<file path="src/hw/rtl/totp_pkg.sv">
`timescale 1ns / 1ps
// Shared types, register indexes and saturation helpers for the trapezoid profile planner.
// No dependencies; the front, queue, back and top files of the block import this package.
package totp_pkg;

  localparam logic [1:0] CFG_VLIM = 2'd0;
  localparam logic [1:0] CFG_ALIM = 2'd1;
  localparam logic [1:0] CFG_TOL  = 2'd2;

  typedef struct packed {
    logic [30:0] vm;
    logic [30:0] am;
    logic [15:0] eps;
  } cfg_t;

  typedef struct packed {
    logic signed [31:0] x0;
    logic signed [31:0] x1;
    logic signed [31:0] v0c;
    logic signed [31:0] v1c;
    logic signed [32:0] d;
    logic signed [32:0] dv;
    logic [32:0]        dabs;
    logic [32:0]        dvabs;
    logic               dvsmall;
    logic               still;
    logic               infeas;
  } req_t;

  function automatic logic signed [31:0] sat_s32(input logic signed [63:0] v);
    logic signed [31:0] r;
    if (v > 64'sh0000_0000_7FFF_FFFF) r = 32'sh7FFF_FFFF;
    else if (v < -64'sh0000_0000_8000_0000) r = -32'sh8000_0000;
    else r = v[31:0];
    return r;
  endfunction

  function automatic logic [31:0] sat_u32(input logic [63:0] v);
    logic [31:0] r;
    if (|v[63:32]) r = 32'hFFFF_FFFF;
    else r = v[31:0];
    return r;
  endfunction

endpackage

</file>
<file path="src/hw/rtl/totp_queue.sv">
`timescale 1ns / 1ps
// Two-entry request queue between the front and back parts.
// Depends on totp_pkg for the request type.
module totp_queue import totp_pkg::*; (
  input  logic clk,
  input  logic rst,
  input  logic push,
  input  req_t push_data,
  output logic full,
  input  logic pop,
  output req_t pop_data,
  output logic empty
);

  req_t       mem [2];
  logic       wp;
  logic       rp;
  logic [1:0] cnt;

  assign full     = (cnt == 2'd2);
  assign empty    = (cnt == 2'd0);
  assign pop_data = mem[rp];

  always_ff @(posedge clk) begin
    if (push) mem[wp] <= push_data;
  end

  always_ff @(posedge clk) begin
    if (rst) begin
      wp  <= 1'b0;
      rp  <= 1'b0;
      cnt <= 2'd0;
    end else begin
      if (push) wp <= !wp;
      if (pop) rp <= !rp;
      if (push && !pop) cnt <= cnt + 2'd1;
      else if (pop && !push) cnt <= cnt - 2'd1;
    end
  end

endmodule

</file>
<file path="config.mk">
export PLATFORM = sky130hd
export DESIGN_NAME = totp_queue
export DESIGN_NICKNAME = d
export VERILOG_FILES = /design/src/hw/rtl/totp_pkg.sv /design/src/hw/rtl/totp_queue.sv
export SDC_FILE = /design/constraint.sdc
export NUM_CORES = 1
export LEC_CHECK = 0
export BUFFER_PORTS_ARGS = -buffer_cell sky130_fd_sc_hd__buf_2
export CORE_AREA = 2 2 205 207
export DETAILED_ROUTE_END_ITERATION = 16
export DIE_AREA = 0 0 207 209
export PLACE_DENSITY = 0.71
export SYNTH_ARGS = -nofsm -noshare
export SYNTH_HDL_FRONTEND = slang
export SYNTH_SLANG_ARGS = --single-unit
export TNS_END_PERCENT = 5
</file>
<file path="constraint.sdc">
create_clock -name clk -period 29.9 [get_ports clk]
set_input_delay 4.485 -clock clk [delete_from_list [all_inputs] [get_ports clk]]
set_output_delay 4.485 -clock clk [all_outputs]
set_load 0.1 [all_outputs]
</file>
==> metrics.cfg <==
[die]
initial_core_util_pct=47.1
ios=532
fp.dieArea_mm2=0.0433
coreArea_mm2=0.0413
die_x_um=207
die_h_um=209
rows=75

[finish]
ff_latch_area_mm2=0.0159
drive_gt1_share_pct=60.5
syn_to_final_growth_pct=25.0
multi_input_area_mm2=0.00334
fill_cells=3137
fin_area_mm2=0.0243
fin_nets=1673

[outcome]
status=completed

[routing]
totalWireLength_um=41500
remaining_drc_errors=0
dr.pass1.iters=5
via_per_inst=4.98
ant_nets=0
wl_per_cell_um=20.8
vias=9959
drtIter0Drc=533

[clocking]
postCtsSetupRepairBufs=0
clock_latency_ns=0.58
cts_tree=built
cts_sinks=531
ctsResizeCount=0
h-tree-depth=2
clock-root-buffer=clkbuf_16
hold_buffers=0
numCtsBuffers=52
clk_pin_slew_ns=0.06
cts_buffer_depth=3

[logic_synthesis]
synth_area_mm2=0.0194
synth-edff-count=526
synth_top_area_share_pct=81.2
yosys.area.top_type=edfxtp_1
yosysUniqueCellTypes=17
ys_warn_count=0
synth_area_leaders=edfxtp_1, mux2_2, mux2_4
synthArstFlopShare_pct=0
synth.avg_cell_area_um2=23.2
synth.yosys.seq_area_share_pct=81.7
synthFlopType=edfxtp_1
synth_most_common_cell=edfxtp_1
synthCells=840
syn_nets=1108
netlist_top_cells_count=edfxtp_1, mux2_2, mux2_4, buf_4, buf_2
synth-seq-cells=531

[flow_run]
maxCapViolations=0

[worst_setup_path]
r2r_setup_slack_ns=26.58
max_stage_delay_ns=0.92
crit_fanout=65
end_kind=output port
crit_path_start_kind=register
required_ns=25.42
path_class=register to output port
arrival_ns=3.29
cp_slowest_cell=buf_4
path_cells=buf_4 -> mux2_2 -> buf_2

[grt]
grt_max_degree=143
grt-ovfl-total=0
grt_first_pass_wirelength_um=60500
grt_usage_pct=18.5
grt_pass1_vias=10300
antenna_found_initial=15

[hold_path]
hp-class=register to register

[timing]
min_period_ns=7.77
final-max-slew-violation-count=0
setup_tns_ns=0
setup_viol=0
rsz0062_at_grt=false
finalHoldViolCount=0
fin_worst_skew_ns=0.0183
fin_crit_sh_pct=26.0
slew_headroom_pct=24.6
fmax_ghz=0.129
worst_pin_slew_ns=1.13

[placed_design]
place_area_mm2=0.0227
dp_hpwl_um=28400
gp_congestion=0.781
port_buffers=531

[power_and_ir_drop]
pwr_density_cell_mw_per_mm2=80.8
leakagePower_uw=0.00921
irDropWorstVdd_v=0.0000633

## worst max-delay path: cells and delay by family (launching register included)
family	cells	cell delay (ns)
buffers and inverters	2	1.35
muxes	1	0.33
DFF	1	0.86
## per-layer routing
layer | up-vias | wire length (µm) | track usage (%)
met3 | 80 | 4180 | 7.50
met1 | 4922 | 15500 | 21.6
met5 | - | 36 | 0
li1 | 4516 | - | -
met2 | 435 | 20700 | 31.0
met4 | 6 | 1180 | 6.23
## report_power, final
group	internal [µW]	switching, µW
clock network	361	264
logic	86.1	370
registers	870	13.2
total	1320	647
## final cells by class
cell class,instances,area share [%]
sequential,531,65.4
multi-input combinational,279,13.7
timing repair buffer,540,11.3
clock buffer,67,5.67
tap,539,2.77
clock inverter,29,1.04
antenna,12,0.124
inverter,1,0.0154
## kinds of logic (layout without fill, tap and decap cells)
logic type	count (synthesis)	count (layout)	share of synthesized area (%)
simple gates	9	9	0.225
fa+ha+maj	1	1	0.0643
mux	263	263	16.6
buf+inv	30	637	1.16
other cells	0	12	0
xor+xnor	4	4	0.180
flops	531	531	81.7
compound gates	2	2	0.0514
## final timing paths
check                          endpoint       startpoint  depth (start not counted)
setup / recovery          pop_data[254]         register                          3
hold / removal          rp$_SDFFE_PP0P_  rp$_SDFFE_PP0P_                          2
setup reg to reg  mem[1][238]$_DFFE_PP_  wp$_SDFFE_PP0P_                          3
hold reg to reg         rp$_SDFFE_PP0P_  rp$_SDFFE_PP0P_                          2
## state kept, by name (all words and copies together), names as in the netlist, named ones only
register / cells
wp: 1
mem: 526
cnt: 2
rp: 1
## metrics by stage
step           util [%]  hold WS, ns  total power [µW]  worst slack, ns  std cells
6_report           58.9        0.518              1960            22.13       1998
5_1_grt            58.9        0.565              2020            21.95       1995
4_1_cts            58.8        0.521              1980            22.04       1986
3_5_place_dp       54.9        0.500              1360            22.31       1890
3_3_place_gp       54.9        0.481              1350            22.34       1890
2_1_floorplan         -        0.461              1290            13.18        840
## cell usage in the layout, fill, tap and decap left out, drive strengths merged
master	n
xor2	2
diode	12
xnor2	2
edfxtp	526
a21oi	1
nor2	5
bufinv	4
clkbuf	67
and2	1
ha	1
inv	6
clkinv	18
dfxtp	5
buf	540
o21ai	1
mux2	263
or3	1
nor2b	2
clkinvlp	2
Power figures use the tool's default switching activity.
