$ cat src/hw/rtl/totp_pkg.sv
`timescale 1ns / 1ps
// Shared types, register indexes and saturation helpers for the trapezoid profile planner.
// No dependencies; the front, queue, back and top files of the block import this package.
package totp_pkg;

  localparam logic [1:0] CFG_VLIM = 2'd0;
  localparam logic [1:0] CFG_ALIM = 2'd1;
  localparam logic [1:0] CFG_TOL  = 2'd2;

  typedef struct packed {
    logic [30:0] vm;
    logic [30:0] am;
    logic [15:0] eps;
  } cfg_t;

  typedef struct packed {
    logic signed [31:0] x0;
    logic signed [31:0] x1;
    logic signed [31:0] v0c;
    logic signed [31:0] v1c;
    logic signed [32:0] d;
    logic signed [32:0] dv;
    logic [32:0]        dabs;
    logic [32:0]        dvabs;
    logic               dvsmall;
    logic               still;
    logic               infeas;
  } req_t;

  function automatic logic signed [31:0] sat_s32(input logic signed [63:0] v);
    logic signed [31:0] r;
    if (v > 64'sh0000_0000_7FFF_FFFF) r = 32'sh7FFF_FFFF;
    else if (v < -64'sh0000_0000_8000_0000) r = -32'sh8000_0000;
    else r = v[31:0];
    return r;
  endfunction

  function automatic logic [31:0] sat_u32(input logic [63:0] v);
    logic [31:0] r;
    if (|v[63:32]) r = 32'hFFFF_FFFF;
    else r = v[31:0];
    return r;
  endfunction

endpackage

$ cat src/hw/rtl/totp_front.sv
`timescale 1ns / 1ps
// Front part: configuration registers, request acceptance and classification.
// Depends on totp_pkg; feeds classified requests into totp_queue.
module totp_front import totp_pkg::*; (
  input  logic        clk,
  input  logic        rst,
  input  logic        cfg_write,
  input  logic [1:0]  cfg_index,
  input  logic [30:0] cfg_data,
  input  logic [31:0] start_pos,
  input  logic [31:0] end_pos,
  input  logic [31:0] start_vel,
  input  logic [31:0] end_vel,
  input  logic        in_valid,
  output logic        in_stall,
  input  logic        q_full,
  output logic        q_push,
  output req_t        q_data,
  output cfg_t        cfg
);

  logic [30:0] vlim;
  logic [30:0] alim;
  logic [15:0] tol;
  logic signed [31:0] vm_s;
  logic signed [32:0] vm_neg;

  always_ff @(posedge clk) begin
    if (rst) begin
      vlim <= 31'd65536;
      alim <= 31'd65536;
      tol  <= 16'd1;
    end else if (cfg_write) begin
      unique case (cfg_index)
        CFG_VLIM: vlim <= cfg_data;
        CFG_ALIM: alim <= cfg_data;
        CFG_TOL:  tol  <= cfg_data[15:0];
        default: ;
      endcase
    end
  end

  assign cfg.vm  = (vlim == 31'd0) ? 31'd1 : vlim;
  assign cfg.am  = (alim == 31'd0) ? 31'd1 : alim;
  assign cfg.eps = tol;

  assign vm_s   = $signed({1'b0, cfg.vm});
  assign vm_neg = -$signed({2'b00, cfg.vm});

  always_comb begin
    q_data.x0  = $signed(start_pos);
    q_data.x1  = $signed(end_pos);
    q_data.v0c = ($signed(start_vel) > vm_s) ? vm_s : $signed(start_vel);
    q_data.v1c = ($signed(end_vel) > vm_s) ? vm_s : $signed(end_vel);
    q_data.d   = $signed({end_pos[31], end_pos}) - $signed({start_pos[31], start_pos});
    q_data.dv  = $signed({q_data.v1c[31], q_data.v1c}) - $signed({q_data.v0c[31], q_data.v0c});
    q_data.dabs  = q_data.d[32] ? 33'(-q_data.d) : 33'(q_data.d);
    q_data.dvabs = q_data.dv[32] ? 33'(-q_data.dv) : 33'(q_data.dv);
    q_data.dvsmall = q_data.dvabs < {17'd0, cfg.eps};
    q_data.still   = q_data.dvsmall && (q_data.dabs < {17'd0, cfg.eps});
    q_data.infeas  = ($signed({q_data.v0c[31], q_data.v0c}) < vm_neg) ||
                     ($signed({q_data.v1c[31], q_data.v1c}) < vm_neg);
  end

  assign in_stall = q_full;
  assign q_push   = in_valid && !q_full;

endmodule

$ cat config.mk
export PLATFORM = sky130hd
export DESIGN_NAME = totp_front
export DESIGN_NICKNAME = d
export VERILOG_FILES = /design/src/hw/rtl/totp_pkg.sv /design/src/hw/rtl/totp_front.sv
export SDC_FILE = /design/constraint.sdc
export NUM_CORES = 1
export LEC_CHECK = 0
export BUFFER_PORTS_ARGS = -buffer_cell sky130_fd_sc_hd__buf_4
export CORE_AREA = 3 3 195 197
export CTS_CLUSTER_SIZE = 14
export DETAILED_ROUTE_END_ITERATION = 6
export DIE_AREA = 0 0 198 200
export GPL_TIMING_DRIVEN = 0
export PLACE_DENSITY = 0.67
export SYNTH_ARGS = -nofsm -noshare
export SYNTH_HDL_FRONTEND = slang
export SYNTH_SLANG_ARGS = --single-unit
export TNS_END_PERCENT = 50
$ cat constraint.sdc
create_clock -name clk -period 8.65 [get_ports clk]
set_clock_uncertainty 0.15 [all_clocks]
set_input_delay 0.865 -clock clk [delete_from_list [all_inputs] [get_ports clk]]
set_output_delay 0.865 -clock clk [all_outputs]
set_load 0.02 [all_outputs]
==> flow_summary.ini <==
[grt]
grt_use_met2_pct = 53.7
grt_pass1_wl_mm = 93.5
grt_overflow = 0
grtUsageMet3_pct = 6.36
first_global_vias = 16500
grt_max_degree = 12
grtUsageTotal_pct = 30.1
use_met1_pct = 35.9
antenna_found_initial = 0
top_usage_layer = met2

[placement]
gp_congestion = 0.974
dp_cells = 3011
place_ws_ns = -2.05
dpl.hpwl_mm = 54.3
portBuffers = 507

[layout]
diodes = 0
final_common_cell = buf_4
area_growth_pct = 48.8
final_cell_mix = buf_4 (679), nand2_1 (246), ha_1 (197), a21oi_1 (186), inv_1 (134)
drive_above_1_share_pct = 35.7
layout.nets = 3040
fin_cells = 3131
fillers = 3411
post-route-util_pct = 58.2

[floorplanning]
fp-row-count = 70
coreArea_mm2 = 0.0364
dieHeight_um = 200
chipWidth_um = 198
initial_core_util_pct = 39.1
die-area_mm2 = 0.0396
ios = 509

[setup_path]
worst_setup_path_start_kind = flop
cpPeakStageDelay_ns = 0.55
end_kind = primary output
critical_path_depth = 35
critPathBufInv = 8
critical_path_class = flop to primary output
arrival_ns = 8.34
path_delay_family = simple AND/OR/NAND/NOR gates
path_max_fanout = 7
slowest_stage = or4b_4
r2r_cells = 3
cp.required_ns = 7.64

[route]
wl_per_cell_um = 20.9
drc = 0
avgViaCountPerCell = 5.58
vias = 17500
drt_iter0_drc = 1163
ant_nets = 0
totalWireLength_mm = 65.3
drt_first_pass_iters = 6

[synth]
synth.avg_cell_area_um2 = 7.00
synth-seq-cells = 78
synth-edff-count = 0
synth_area_mm2 = 0.0143
yosysSeqAreaShare_pct = 11.0
syn_inst = 2035
synthTopCellsByArea = ha_1 (19%), dfxtp_1 (11%), a21oi_1 (6.9%)
async_flop_share_pct = 0
yosys_warnings = 0
synth_ff_type = dfxtp_1
synth_largest_area_cell = ha_1
synthDominantCellAreaShare_pct = 18.7
yosysUniqueCellTypes = 97

[clock_network]
cts_tree = done
cts-root-buf = clkbuf_16
clock_latency_ns = 0.33
cts_made_buffers = 9
clk_pin_slew_ns = 0.05
h-tree-depth = 3
clkSinkCount = 78
postCtsHoldBufs = 0
cts-root-to-sink-buffers = 2

[run]
maxCapViolCount = 0

[min_path]
holdPathStages = 2
hold_class = flop to flop

[timing]
rsz0062_at_grt = yes
period_needed_ns = 9.35
hold_viol = 0
setup_slack_ns = -0.701
fmax_mhz = 107
setup_viol = 6
max_slew.worst_pin.slew_ns = 1.02
maxSlewViolCount = 0
worst_slew_margin_rel_pct = 31.5
timing.final.crit_share_pct = 108

[run_status]
status = finished with violations
violations = setup timing

[power]
p_leak_nw = 9.98
ir_drop_v = 0.000165
power_density_mw_per_mm2 = 159
-- logic make-up (layout without fill, tap and decap cells) --
kind of cell             Yosys count  after routing  share of synthesized area, %
AO/OA/AOI/OAI                    542            542                          24.5
XOR/XNOR                         136            136                          8.41
adder cells (fa/ha/maj)          219            219                          19.2
buffers and inverters            344            971                          11.1
flip-flops                        78             78                          11.0
multiplexers                       7              7                         0.500
other                              1              2                        0.0263
AND/OR/NAND/NOR                  708            708                          25.3
-- state kept, by name, indices dropped and copies added (netlist names) --
name,cells
tol,16
alim,31
vlim,31
-- repair_timing --
action / 4_1_cts / 5_1_grt
endpoints found under the setup margin: 32 / 18
buffers inserted: 73 / 43
resized for setup: 136 / 110
cloned: 0 / 0
pin swaps: 83 / 82
-- tightest hold or removal path: stages (launching register included) --
cell and delay, ns:
dfxtp_1 0.32, nand2_1 0.06, a21oi_1 0.05
-- power breakdown --
group / internal [mW] / total, mW / leakage, nW / switching, mW
sequential: 0.371 / 0.391 / 0.638 / 0.0201
clock: 0.236 / 0.371 / 0.142 / 0.135
combinational: 1.08 / 2.61 / 9.20 / 1.53
total: 1.68 / 3.37 / 9.98 / 1.69
-- per-layer routing --
layer | wire length [µm] | share of wire [%]
met2 | 31600 | 48
met5 | 0 | 0
met1 | 25600 | 39
met4 | 2900 | 4.4
met3 | 5260 | 8.1
-- layout make-up --
| cell class | count | area [µm²] | share of cell area (%) |
|---|---|---|---|
| plain buffers | 181 | 1160 | 5.46 |
| multi-input cells | 1614 | 12200 | 57.6 |
| flip-flops and latches | 78 | 1580 | 7.45 |
| well taps | 468 | 586 | 2.76 |
| inverters | 153 | 602 | 2.84 |
| clock inverters | 1 | 30.0 | 0.142 |
| clock buffers | 13 | 260 | 1.23 |
| repair buffers | 623 | 4760 | 22.5 |
-- path summary, 6_finish.rpt --
kind,startpoint,endpoint,slack [ns]
max reg2reg,vlim[16]$_SDFFE_PP1P_,vlim[16]$_SDFFE_PP1P_,7.33
min reg2reg,alim[0]$_SDFFE_PP0P_,alim[0]$_SDFFE_PP0P_,0.32
max,vlim[21]$_SDFFE_PP0P_,q_data[1],-0.70
min,alim[0]$_SDFFE_PP0P_,alim[0]$_SDFFE_PP0P_,0.32
-- cells in the mapped netlist (all sizes together) (6+ instances only) --
cell type / number
nand2: 254
ha: 213
a21oi: 201
inv: 150
nor2: 109
clkbuf: 108
o21ai: 100
xnor2: 99
buf: 83
dfxtp: 78
a21o: 72
nand3: 47
nand4: 43
xor2: 37
nor2b: 33
nor3: 32
nor4: 32
nand2b: 29
or2: 25
and3: 24
a211oi: 23
o31ai: 20
and2: 19
o21a: 18
o211ai: 16
a31oi: 13
o21bai: 10
or3: 10
nand3b: 9
o2111ai: 9
a211o: 6
mux2i: 6
or3b: 6
or4: 6
-- metrics by stage --
stage               cell area, µm²  hold WS, ns  setup TNS, ns  total power, mW
floorplan                    14700        0.296              0             1.83
global placement             19100        0.310          -7.43             2.71
detailed placement           19100        0.316          -8.27             2.74
CTS                          20500        0.323          -2.60             3.25
global route                 21200        0.344          -3.46             3.58
finish                       21200        0.321          -1.97             3.37
(Power assumes the default switching activity.)
